**config.mk**
```make
export PLATFORM = sky130hd
export DESIGN_NAME = modular_exponentiation_64_unit
export DESIGN_NICKNAME = d
export VERILOG_FILES = /design/src/hw/rtl/mexp_pkg.sv /design/src/hw/rtl/mexp_modmul.sv /design/src/hw/rtl/mexp_datapath.sv /design/src/hw/rtl/mexp_ctrl.sv /design/src/hw/rtl/modular_exponentiation_64_unit.sv
export VERILOG_INCLUDE_DIRS = /design/src /design/src/hw/rtl
export SDC_FILE = /design/constraint.sdc
export NUM_CORES = 2
export LEC_CHECK = 0
export ABC_AREA = 1
export BUFFER_PORTS_ARGS = -buffer_cell sky130_fd_sc_hd__buf_2
export CORE_MARGIN = 4
export CORE_UTILIZATION = 40
export DETAILED_ROUTE_END_ITERATION = 8
export HOLD_SLACK_MARGIN = 0.08
export PLACE_DENSITY_LB_ADDON = 0.2
export SETUP_SLACK_MARGIN = 0.3
export SYNTH_ARGS = -nofsm -noshare
export SYNTH_HDL_FRONTEND = slang
export SYNTH_SLANG_ARGS = --single-unit
export TNS_END_PERCENT = 10
```
**constraint.sdc**
```tcl
create_clock -name clk -period 7.5 [get_ports clk]
set_input_delay 0.75 -clock clk [delete_from_list [all_inputs] [get_ports clk]]
set_output_delay 0.75 -clock clk [all_outputs]
set_load 0.01 [all_outputs]
```
**src/hw/rtl/modular_exponentiation_64_unit_assert.svh**
```systemverilog
// Assertion macros used by the modular exponentiation controller.
`ifndef MODULAR_EXPONENTIATION_64_UNIT_ASSERT_SVH
`define MODULAR_EXPONENTIATION_64_UNIT_ASSERT_SVH

// Same-cycle implication, sampled on clk, off during rst.
`define MEXP_ASSERT_IMP(label, ante, cons, msg) \
  label: assert property (@(posedge clk) disable iff (rst) (ante) |-> (cons)) \
    else $error(msg);

// Next-cycle implication, sampled on clk, off during rst.
`define MEXP_ASSERT_NEXT(label, ante, cons, msg) \
  label: assert property (@(posedge clk) disable iff (rst) (ante) |=> (cons)) \
    else $error(msg);

`endif

```
**src/hw/rtl/mexp_pkg.sv**
```systemverilog
// Shared types and constants of the modular exponentiation block.
package mexp_pkg;

  localparam int WORD_W      = 64;
  localparam int BYTE_W      = 8;
  localparam int WORD_BYTES  = WORD_W / BYTE_W;
  localparam int COUNT_W     = 4;
  localparam int CFG_INDEX_W = 2;

  localparam logic [BYTE_W-1:0] BYTE_MASK = 8'hFF;

  // Configuration register indexes
  localparam logic [CFG_INDEX_W-1:0] CFG_MODULUS  = 2'd0;
  localparam logic [CFG_INDEX_W-1:0] CFG_EXPONENT = 2'd1;

  typedef logic [WORD_W-1:0] word_t;

  // Commands from the controller to the datapath
  typedef struct packed {
    logic load;
    logic start_reduce;
    logic start_step;
    logic reduce_update;
    logic step_update;
    logic out_load;
  } mexp_cmd_t;

  // Status from the datapath to the controller
  typedef struct packed {
    logic mul_done;
    logic mul_busy;
    logic exp_zero;
  } mexp_status_t;

endpackage

```
**src/hw/rtl/mexp_modmul.sv**
```systemverilog
// Bit-serial modular multiplier: one multiplier bit per cycle, MSB first.
module mexp_modmul import mexp_pkg::*; (
  input  logic  clk,
  input  logic  rst,
  input  logic  start,
  input  word_t a_in,
  input  word_t b_in,
  input  word_t modulus,
  output logic  busy,
  output logic  done,
  output word_t product
);

  localparam int STEPS  = WORD_W;
  localparam int CNT_W  = $clog2(STEPS);

  logic             running;
  logic             done_q;
  logic [CNT_W-1:0] cnt;
  word_t            aop;
  word_t            bsh;
  word_t            r;

  logic [WORD_W+1:0] sum;
  logic [WORD_W+2:0] diff1;
  logic [WORD_W+2:0] diff2;
  word_t             r_next;

  // Double, add the multiplicand on a set bit, then reduce by m or 2m
  always_comb begin
    sum   = {1'b0, r, 1'b0} + {2'b00, (bsh[WORD_W-1] ? aop : '0)};
    diff1 = {1'b0, sum} - {3'b000, modulus};
    diff2 = {1'b0, sum} - {2'b00, modulus, 1'b0};
    if (modulus == '0) begin
      r_next = sum[WORD_W-1:0];
    end else if (!diff2[WORD_W+2]) begin
      r_next = diff2[WORD_W-1:0];
    end else if (!diff1[WORD_W+2]) begin
      r_next = diff1[WORD_W-1:0];
    end else begin
      r_next = sum[WORD_W-1:0];
    end
  end

  // Sequence the steps of one product
  always_ff @(posedge clk) begin
    if (rst) begin
      running <= 1'b0;
      done_q  <= 1'b0;
      cnt     <= '0;
    end else begin
      done_q <= 1'b0;
      if (start && !running) begin
        running <= 1'b1;
        cnt     <= '0;
      end else if (running) begin
        cnt <= cnt + 1'b1;
        if (cnt == CNT_W'(STEPS - 1)) begin
          running <= 1'b0;
          done_q  <= 1'b1;
        end
      end
    end
  end

  // Hold operands and partial remainder
  always_ff @(posedge clk) begin
    if (start && !running) begin
      aop <= a_in;
      bsh <= b_in;
      r   <= '0;
    end else if (running) begin
      bsh <= {bsh[WORD_W-2:0], 1'b0};
      r   <= r_next;
    end
  end

  assign busy    = running;
  assign done    = done_q;
  // Everything is zero modulo one
  assign product = (modulus == word_t'(1)) ? '0 : r;

endmodule

```
**src/hw/rtl/mexp_datapath.sv**
```systemverilog
// Datapath: configuration registers, operands, two multipliers and the result register.
module mexp_datapath import mexp_pkg::*; #(
  parameter int MAX_BYTES = 8
) (
  input  logic                   clk,
  input  logic                   rst,
  input  logic                   cfg_write,
  input  logic [CFG_INDEX_W-1:0] cfg_index,
  input  word_t                  cfg_data,
  input  word_t                  cipher_value,
  input  logic [COUNT_W-1:0]     byte_count,
  input  mexp_cmd_t              cmd,
  output mexp_status_t           status,
  output word_t                  message_value
);

  word_t modulus;
  word_t exponent_cfg;
  word_t base;
  word_t acc;
  word_t expo;
  word_t mask;
  word_t result;

  logic [COUNT_W-1:0] nbytes;
  word_t              mask_in;
  word_t              sq_a;
  word_t              sq_b;
  word_t              sq_prod;
  word_t              acc_prod;
  logic               sq_busy;
  logic               sq_done;
  logic               acc_busy;
  logic               acc_done;

  // Configuration registers
  always_ff @(posedge clk) begin
    if (rst) begin
      modulus      <= word_t'(1);
      exponent_cfg <= '0;
    end else if (cfg_write) begin
      case (cfg_index)
        CFG_MODULUS:  modulus      <= cfg_data;
        CFG_EXPONENT: exponent_cfg <= cfg_data;
        default:      ;
      endcase
    end
  end

  // Saturate the byte count and build the byte mask
  always_comb begin
    nbytes = (byte_count > COUNT_W'(MAX_BYTES)) ? COUNT_W'(MAX_BYTES) : byte_count;
    for (int k = 0; k < WORD_BYTES; k++) begin
      mask_in[k*BYTE_W +: BYTE_W] = (COUNT_W'(k) < nbytes) ? BYTE_MASK : '0;
    end
  end

  // Reduction pass computes 1 * base mod m; steps square the base
  assign sq_a = cmd.start_reduce ? word_t'(1) : base;
  assign sq_b = base;

  mexp_modmul u_sq (
    .clk     (clk),
    .rst     (rst),
    .start   (cmd.start_reduce | cmd.start_step),
    .a_in    (sq_a),
    .b_in    (sq_b),
    .modulus (modulus),
    .busy    (sq_busy),
    .done    (sq_done),
    .product (sq_prod)
  );

  mexp_modmul u_acc (
    .clk     (clk),
    .rst     (rst),
    .start   (cmd.start_step),
    .a_in    (acc),
    .b_in    (base),
    .modulus (modulus),
    .busy    (acc_busy),
    .done    (acc_done),
    .product (acc_prod)
  );

  // Operand registers
  always_ff @(posedge clk) begin
    if (cmd.load) begin
      base <= cipher_value & mask_in;
      mask <= mask_in;
      acc  <= word_t'(1);
      expo <= exponent_cfg;
    end else if (cmd.reduce_update) begin
      base <= sq_prod;
    end else if (cmd.step_update) begin
      base <= sq_prod;
      if (expo[0]) begin
        acc <= acc_prod;
      end
      expo <= {1'b0, expo[WORD_W-1:1]};
    end
  end

  // Result register
  always_ff @(posedge clk) begin
    if (cmd.out_load) begin
      result <= acc & mask;
    end
  end

  assign status.mul_done = sq_done & (acc_done | !acc_busy);
  assign status.mul_busy = sq_busy | acc_busy;
  assign status.exp_zero = (expo == '0);
  assign message_value   = result;

endmodule

```
**src/hw/rtl/mexp_ctrl.sv**
```systemverilog
// Controller: sequences reduction, square-and-multiply steps and the output transfer.
`include "modular_exponentiation_64_unit_assert.svh"

module mexp_ctrl import mexp_pkg::*; (
  input  logic         clk,
  input  logic         rst,
  input  logic         in_valid,
  output logic         in_stall,
  output logic         out_valid,
  input  logic         out_stall,
  input  mexp_status_t status,
  output mexp_cmd_t    cmd
);

  localparam logic [2:0] ST_IDLE        = 3'd0;
  localparam logic [2:0] ST_REDUCE      = 3'd1;
  localparam logic [2:0] ST_REDUCE_WAIT = 3'd2;
  localparam logic [2:0] ST_CHECK       = 3'd3;
  localparam logic [2:0] ST_STEP_WAIT   = 3'd4;
  localparam logic [2:0] ST_DONE        = 3'd5;

  logic [2:0] state;
  logic [2:0] state_next;
  logic       out_valid_next;
  logic       accept;

  assign in_stall = (state != ST_IDLE);
  assign accept   = in_valid && !in_stall;

  // Next state and commands
  always_comb begin
    state_next = state;
    cmd        = '0;
    case (state)
      ST_IDLE: begin
        if (accept) begin
          cmd.load   = 1'b1;
          state_next = ST_REDUCE;
        end
      end
      ST_REDUCE: begin
        cmd.start_reduce = 1'b1;
        state_next       = ST_REDUCE_WAIT;
      end
      ST_REDUCE_WAIT: begin
        if (status.mul_done) begin
          cmd.reduce_update = 1'b1;
          state_next        = ST_CHECK;
        end
      end
      ST_CHECK: begin
        if (status.exp_zero) begin
          state_next = ST_DONE;
        end else begin
          cmd.start_step = 1'b1;
          state_next     = ST_STEP_WAIT;
        end
      end
      ST_STEP_WAIT: begin
        if (status.mul_done) begin
          cmd.step_update = 1'b1;
          state_next      = ST_CHECK;
        end
      end
      ST_DONE: begin
        if (!out_valid || !out_stall) begin
          cmd.out_load = 1'b1;
          state_next   = ST_IDLE;
        end
      end
      default: state_next = ST_IDLE;
    endcase
  end

  // Raise valid on a result load, drop it after the transfer
  always_comb begin
    out_valid_next = out_valid;
    if (cmd.out_load) begin
      out_valid_next = 1'b1;
    end else if (out_valid && !out_stall) begin
      out_valid_next = 1'b0;
    end
  end

  always_ff @(posedge clk) begin
    if (rst) begin
      state     <= ST_IDLE;
      out_valid <= 1'b0;
    end else begin
      state     <= state_next;
      out_valid <= out_valid_next;
    end
  end

  `MEXP_ASSERT_NEXT(a_accept_busy, accept, state != ST_IDLE, "accepted item left controller idle")
  `MEXP_ASSERT_IMP(a_start_free, cmd.start_reduce || cmd.start_step, !status.mul_busy, "multiplier started while busy")
  `MEXP_ASSERT_IMP(a_valid_from_done, $rose(out_valid), $past(state) == ST_DONE, "result valid without finished item")
  `MEXP_ASSERT_NEXT(a_step_return, (state == ST_STEP_WAIT) && status.mul_done, state == ST_CHECK, "step did not return to check")

endmodule

```
**src/hw/rtl/modular_exponentiation_64_unit.sv**
```systemverilog
// Top level of the 64-bit modular exponentiation block.
//
// Computes message = cipher^d mod n by right-to-left square-and-multiply.
// Input channel (in_valid / in_stall) carries cipher_value and byte_count;
// the value is masked to the low byte_count bytes (counts above MAX_BYTES
// saturate) and the result is masked the same way.
// Configuration channel (cfg_valid / cfg_ready, cfg_index, cfg_data):
// index 0 writes the modulus, index 1 the private exponent. Write only
// while no item is in flight. A modulus of zero means arithmetic mod 2^64.
// Output channel (out_valid / out_stall) carries message_value; one result
// per input item, held in an output register until transferred.
// The work is a reduction of the base, then one multiplier pass per
// exponent bit up to the highest set bit, with the square and the
// multiply running side by side on two bit-serial modular multipliers.
// One item is in work at a time; in_stall is high from transfer to result
// load. A stalled result blocks only the load of the next result.
// Reset (rst, synchronous) clears control state and sets modulus to 1 and
// exponent to 0.
module modular_exponentiation_64_unit import mexp_pkg::*; #(
  parameter int MAX_BYTES = 8
) (
  input  logic                   clk,
  input  logic                   rst,
  input  logic                   in_valid,
  output logic                   in_stall,
  input  logic [WORD_W-1:0]      cipher_value,
  input  logic [COUNT_W-1:0]     byte_count,
  output logic                   out_valid,
  input  logic                   out_stall,
  output logic [WORD_W-1:0]      message_value,
  input  logic                   cfg_valid,
  output logic                   cfg_ready,
  input  logic [CFG_INDEX_W-1:0] cfg_index,
  input  logic [WORD_W-1:0]      cfg_data
);

  mexp_cmd_t    cmd;
  mexp_status_t status;

  // Registers take a write in any cycle
  assign cfg_ready = 1'b1;

  mexp_ctrl u_ctrl (
    .clk       (clk),
    .rst       (rst),
    .in_valid  (in_valid),
    .in_stall  (in_stall),
    .out_valid (out_valid),
    .out_stall (out_stall),
    .status    (status),
    .cmd       (cmd)
  );

  mexp_datapath #(
    .MAX_BYTES (MAX_BYTES)
  ) u_datapath (
    .clk           (clk),
    .rst           (rst),
    .cfg_write     (cfg_valid & cfg_ready),
    .cfg_index     (cfg_index),
    .cfg_data      (cfg_data),
    .cipher_value  (cipher_value),
    .byte_count    (byte_count),
    .cmd           (cmd),
    .status        (status),
    .message_value (message_value)
  );

endmodule
```
Yosys cells after proc, flatten, opt, wreduce, memory -nomap -nowiden
Index checks and enable logic that the tools add are counted.

operators by class
  add/sub/neg operators = 8
  magnitude comparators = 9
  eq/ne operators = 13
  multiplexer cells = 54
  bitwise logic cells = 8
  reduce and logical (&&, ||, !) cells = 30

operator list
  kind                                                                  number
  64-bit two-way mux                                                    20
  66-bit by 64-bit subtractor with 67-bit output                        2
  66-bit by 65-bit subtractor with 67-bit output                        2
  65-bit by 64-bit adder with 66-bit output                             2
  64-bit bitwise AND                                                    2
  64-bit zero test                                                      2
  64-bit by 1-bit == test with 1-bit output (second input constant)     1
  8-bit two-way mux                                                     8
  1-bit two-way mux                                                     21
  3-bit by 4-bit < comparator with 1-bit output (first input constant)  4
  3-bit case mux with 5 select lines                                    1
  6-bit by 1-bit adder with 6-bit output (second input constant)        2
  6-bit == test (second input constant)                                 2
  3-bit two-way mux                                                     3
  1-bit by 4-bit < comparator with 1-bit output (first input constant)  2
  2-bit by 4-bit < comparator with 1-bit output (first input constant)  2
  2-bit by 1-bit != test with 1-bit output (second input constant)      4
  2-bit nonzero test                                                    4
  3-bit by 2-bit == test with 1-bit output (second input constant)      2
  3-bit == test (second input constant)                                 2
  2-bit AND reduction                                                   3
  3-bit AND reduction                                                   2
  3-bit nonzero test                                                    2
  2-bit OR reduction                                                    3
  13 further kinds                                                      24

word-level totals
  flip-flop bits (word level) = 852
  output and inout bits = 67

Depth between registers and ports, before layout
  depth in word-level cells = 8
  gate-level depth with buffers = 43
  depth with buffers taken out = 41

Cells and area by module
Synthesis repeated with hierarchy kept, for this count alone.

second synthesis, totals
  cells, all modules = 9931
  area, all modules = 64018.9 µm²

by module, submodules not included
  module                          instances  cells an instance  area each (µm²)
  mexp_modmul (u_datapath.u_sq)   1          4095               24111.9
  mexp_modmul (u_datapath.u_acc)  1          3986               23829.1
  mexp_datapath                   1          1800               15760.1
  mexp_ctrl                       1          48                 306.5
  modular_exponentiation_64_unit  1          2                  11.3

Worst setup path after synthesis
No wires, ideal clock.

  path type = reg-to-reg
  start = reg u_ctrl.state[1]
  end = reg u_datapath.base[0] (enable)
  setup time = 0.574 ns
  arrival = 5.173 ns
  data required time = 6.926 ns
  path slack = 1.752 ns
  cell stages (with the launch flop) = 5
  path buffers = 0
  period minus slack after synthesis = 5.748 ns
  path through = dfxtp_1 -> inv_1 -> nor3_1 -> a21oi_1 -> o21ai_0

on the way
  longest elaborated chain between the ends = 6
  elaborated cells on any way between the ends = 11
  classes of those cells = eq/ne (2); mux (4); reduce/logical (5)

RTL lines
  what                                     line                 source
  from (decl)                              mexp_ctrl.sv:22      logic [2:0] state;
  from (signal assigned)                   mexp_ctrl.sv:90      state <= state_next;
  3-bit nonzero test                       mexp_ctrl.sv:27      assign in_stall = (state != ST_IDLE);
  1-bit zero test                          mexp_ctrl.sv:28      assign accept = in_valid && !in_stall;
  1-bit logical AND                        mexp_ctrl.sv:28
  1-bit two-way mux                        mexp_ctrl.sv:36      if (accept) begin
  1-bit two-way mux                        mexp_ctrl.sv:34      case (state)
  3-bit nonzero test (no source line) (*)  n/a
  to (signal assigned)                     mexp_datapath.sv:89  base <= cipher_value & mask_in;
  to (signal assigned)                     mexp_datapath.sv:94  base <= sq_prod;
  to (signal assigned)                     mexp_datapath.sv:96  base <= sq_prod;
  to (decl)                                mexp_datapath.sv:19  word_t base;

Mark *: on every way between the ends. The rest lies on a longest branch, timed or not.
A chain may end at the register's enable or synchronous reset.

Final worst setup path
  start = reg u_datapath.u_acc.bsh[63]
  end = reg u_datapath.u_acc.r[34]

on the way
  longest elaborated chain between the ends = 6
  elaborated cells on any way between the ends = 7
  classes of those cells = add/sub (3); mux (4)

RTL lines
  what                                            line               source
  from (decl)                                     mexp_modmul.sv:21  word_t bsh;
  from (signal assigned)                          mexp_modmul.sv:70  bsh <= b_in;
  from (signal assigned)                          mexp_modmul.sv:73  bsh <= {bsh[WORD_W-2:0], 1'b0};
  64-bit two-way mux (*)                          mexp_modmul.sv:31  sum = {1'b0, r, 1'b0} + {2'b00, (bsh[WORD_W-1] ? aop : '0)};
  65-bit by 64-bit adder with 66-bit output (*)   mexp_modmul.sv:31
  66-bit by 64-bit subtractor with 67-bit output  mexp_modmul.sv:32  diff1 = {1'b0, sum} - {3'b000, modulus};
  64-bit two-way mux                              mexp_modmul.sv:38  end else if (!diff1[WORD_W+2]) begin
  64-bit two-way mux                              mexp_modmul.sv:36  end else if (!diff2[WORD_W+2]) begin
  64-bit two-way mux (*)                          mexp_modmul.sv:34  if (modulus == '0) begin
  to (signal assigned)                            mexp_modmul.sv:74  r <= r_next;
  to (decl)                                       mexp_modmul.sv:22  word_t r;

Marks and branches as above.

==> key figures <==
Outcome
  • Run status: complete, no violations

Detailed routing
  • Total Wirelength: roughly 290 mm
  • DR iter-0 viols: around 6,000
  • Vias per inst: around 5.5
  • Vias: 62,690
  • Final ANT Viol Nets: 0
  • Drt drc: 0
  • WL per Instance: between 20 and 30 um
  • First-pass DRT Iterations: 8

Logic synthesis
  • Async SR Flop Fraction: 0%
  • Syn nets: roughly 9,600
  • Synthesized flop and latch total: around 800
  • Synthesized cell area: 0.0612 sq mm
  • Yosys warns: 0
  • Cells after synthesis: around 9,100
  • Yosys cell types: 63
  • Synthesized area per cell: roughly 6.7 sq um
  • Sequential element share of the synthesized area: around a third
  • Prevailing post-synth register cell: edfxtp_1
  • EDFF count, synth: between 400 and 500

Floorplan
  • Core area: 0.152 sq mm
  • Die ar.: 0.159 sq mm
  • Die width: ~400 um
  • I/O pin count: around 210
  • Die height: approximately 400 um
  • Starting density of the core: 40.3%
  • Row count: approximately 140

Cells and area
  • Fin nets: approximately 10,000
  • Final cell count without fillers: ~11,000
  • Fill cells: about 16,000
  • Layout cell share with drive strength beyond 1: about 6.5%
  • Area Overhead vs Synth: 10.9%

Clocking
  • CTS tree: built
  • Htree depth: 3
  • Max Root-Sink Buffers: 3
  • CTS buffer count: 90
  • Post-CTS Hold Fix Bufs: 0
  • CTS root buffer: clkbuf_16
  • Clk slew on worst S/H paths: roughly 60 ps
  • Clk sinks: 796
  • Worst skew pair latency: approximately 730 ps

Placement
  • Port bufs: approximately 200
  • Final Wtd Congestion: approximately 1.1
  • DP Worst Slack: 348 ps
  • Placed cells: approximately 11,000
  • Detailed Place HPWL: approximately 240 mm

Global route
  • Initial antenna violation count: 10
  • Largest net degree at the start of global routing: around 110
  • First-pass GRT wire length: slightly above 400 mm
  • GRT Total Usage: a little over a third
  • Vias in the first global route: 58,871
  • Grt ovf: 0

Worst setup path
  • Critical Path AT: ~7500 ps
  • Crit Path Max Fanout: between 60 and 70
  • CP endpoint kind: register
  • Crit-path most repeated cell: nand2_1
  • Kind of start point of the critical path: register
  • Crit path max-delay cell type: xor2_1
  • CP required: 8060 ps
  • CP max stage delay: a little over 600 ps
  • WS Path Type: reg -> reg

STA
  • Final hold slack: between 200 and 300 ps
  • Final period util: 92.2%
  • # setup viols final: 0
  • Worst Skew: ~50 ps
  • Tmin final: between 6000 and 7000 ps
  • Fmax: 145 MHz
  • Least-Margin Pin Slew: approximately 1300 ps
  • Final hold vios: 0
  • Rel. slew slack: 10.8%
  • Setup TNS: 0 ps
  • Pins Over Slew Limit: 0
  • RSZ-0062 raised after global routing: yes
  • Setup slack after layout: 582 ps

Hold path
  • Min-delay worst type: in -> reg

Run
  • Maxcap violations: 0
[flip-flops by register name, indices dropped and copies added, names as in the netlist, 64 cells and up]
name / flops
u_datapath.modulus: 64
u_datapath.u_sq.r: 64
u_datapath.u_acc.aop: 64
u_datapath.base: 64
u_datapath.u_sq.aop: 64
u_datapath.message_value: 64
u_datapath.expo: 64
u_datapath.exponent_cfg: 64
u_datapath.acc: 64
u_datapath.u_sq.bsh: 64
u_datapath.u_acc.r: 64
u_datapath.u_acc.bsh: 64
[timing repair]
action / 4_1_cts / 5_1_grt
setup buffers: 0 / 6
endpoints found under the setup margin: 1 / 82
pin swaps: 0 / 1
gates cloned: 0 / 0
gates resized for setup: 1 / 1
[kinds of logic after synthesis]
group	count (synthesis)	share of synthesized area, %
simple gates	4212	28.1
compound gates	1808	16.1
buf+inv	1571	9.96
flops	796	33.5
fa+ha+maj	390	8.04
xor+xnor	300	4.29
other cells	1	0.00612
[layout by cell type, fill, tap and decap left out, drive strengths merged, types with 3 or more instances in the layout]
cell type,instances
o31ai,7
clkbuf,124
xnor2,99
nor2,839
nor3b,4
or2,20
o211ai,37
and3,12
and2,3
a31o,4
buf,344
ha,384
o21bai,74
o21ai,658
a221oi,6
inv,1323
nand3,468
a21boi,25
o22ai,5
diode,6
o2111ai,3
o21a,28
xor2,201
nand4,70
a211oi,6
nand2,2656
nor3,66
a21oi,814
nand3b,31
a21o,79
nor4,43
clkinv,34
fa,6
edfxtp,456
clkinvlp,6
dfxtp,340
bufinv,5
a31oi,57
[Yosys cell counts, types with 18 or more instances]
cell	number	area, sq um
nand2_1	2621	9840
inv_1	1302	4890
nor2_1	824	3090
a21oi_1	812	4060
o21ai_0	622	3110
nand3_1	466	2330
edfxtp_1	456	13700
ha_1	384	4800
dfxtp_1	340	6810
xor2_1	201	1760
clkbuf_1	178	668
xnor2_1	99	867
a21o_1	79	593
o21bai_1	74	556
nand4_1	69	432
nor3_1	61	305
a31oi_1	57	357
nor4_1	42	263
o211ai_1	37	278
o21ai_1	32	160
nand2_2	31	194
nand3b_1	31	233
buf_2	28	140
o21a_1	28	210
a21boi_0	25	188
or2_2	19	119
buf_1	18	67.6
[area by class of cell]
| cell class | instances | area, sq um | share of cell area, % |
|---|---|---|---|
| Antenna cell | 6 | 15.0 | 0.0221 |
| Clock buffer | 124 | 2470 | 3.64 |
| Clock inverter | 45 | 502 | 0.739 |
| Inverter | 1323 | 4980 | 7.33 |
| Multi-Input combinational cell | 6711 | 34700 | 51.1 |
| Sequential cell | 796 | 20500 | 30.2 |
| Tap cell | 2030 | 2540 | 3.74 |
| Timing Repair Buffer | 344 | 2170 | 3.20 |
[per-layer routing]
metal | vias up | GRT usage (%) | part of all wire (%)
met5 | - | 0.216 | 0.015
met3 | 346 | 4.99 | 7.0
met1 | 30024 | 49.1 | 45
met4 | 2 | 11.7 | 3.8
met2 | 2336 | 54.2 | 44
li1 | 29982 | - | -
[worst max-delay path: cells and delay by family, from the launching register on]
kind	cells	cell delay, ps
buf+inv	5	1030
simple gates	12	1540
compound gates	10	2300
fa+ha+maj	2	760
xor+xnor	1	610
flops	1	470
[metrics by stage]
stage	utilization (%)	cell area [sq um]
after detailed placement	42.6	64800
after global routing	44.6	67900
final	44.7	67900
after floorplan	-	61200
after global placement	42.6	64800
after CTS	44.6	67800
[worst paths after layout]
check                              start                           to  slack, ps  cells after the start
min reg2reg  u_datapath.exponent_cfg[10]  u_datapath.exponent_cfg[10]        440                      2
max             u_datapath.u_acc.bsh[63]       u_datapath.u_acc.r[34]        580                     30
max reg2reg     u_datapath.u_acc.bsh[63]       u_datapath.u_acc.r[34]        580                     30
min                                  rst         u_datapath.u_sq.done        280                      2
Power is left out: the tool's default activity adds up to more than one toggle a clock period on the data nets, which glitch-free logic cannot reach.
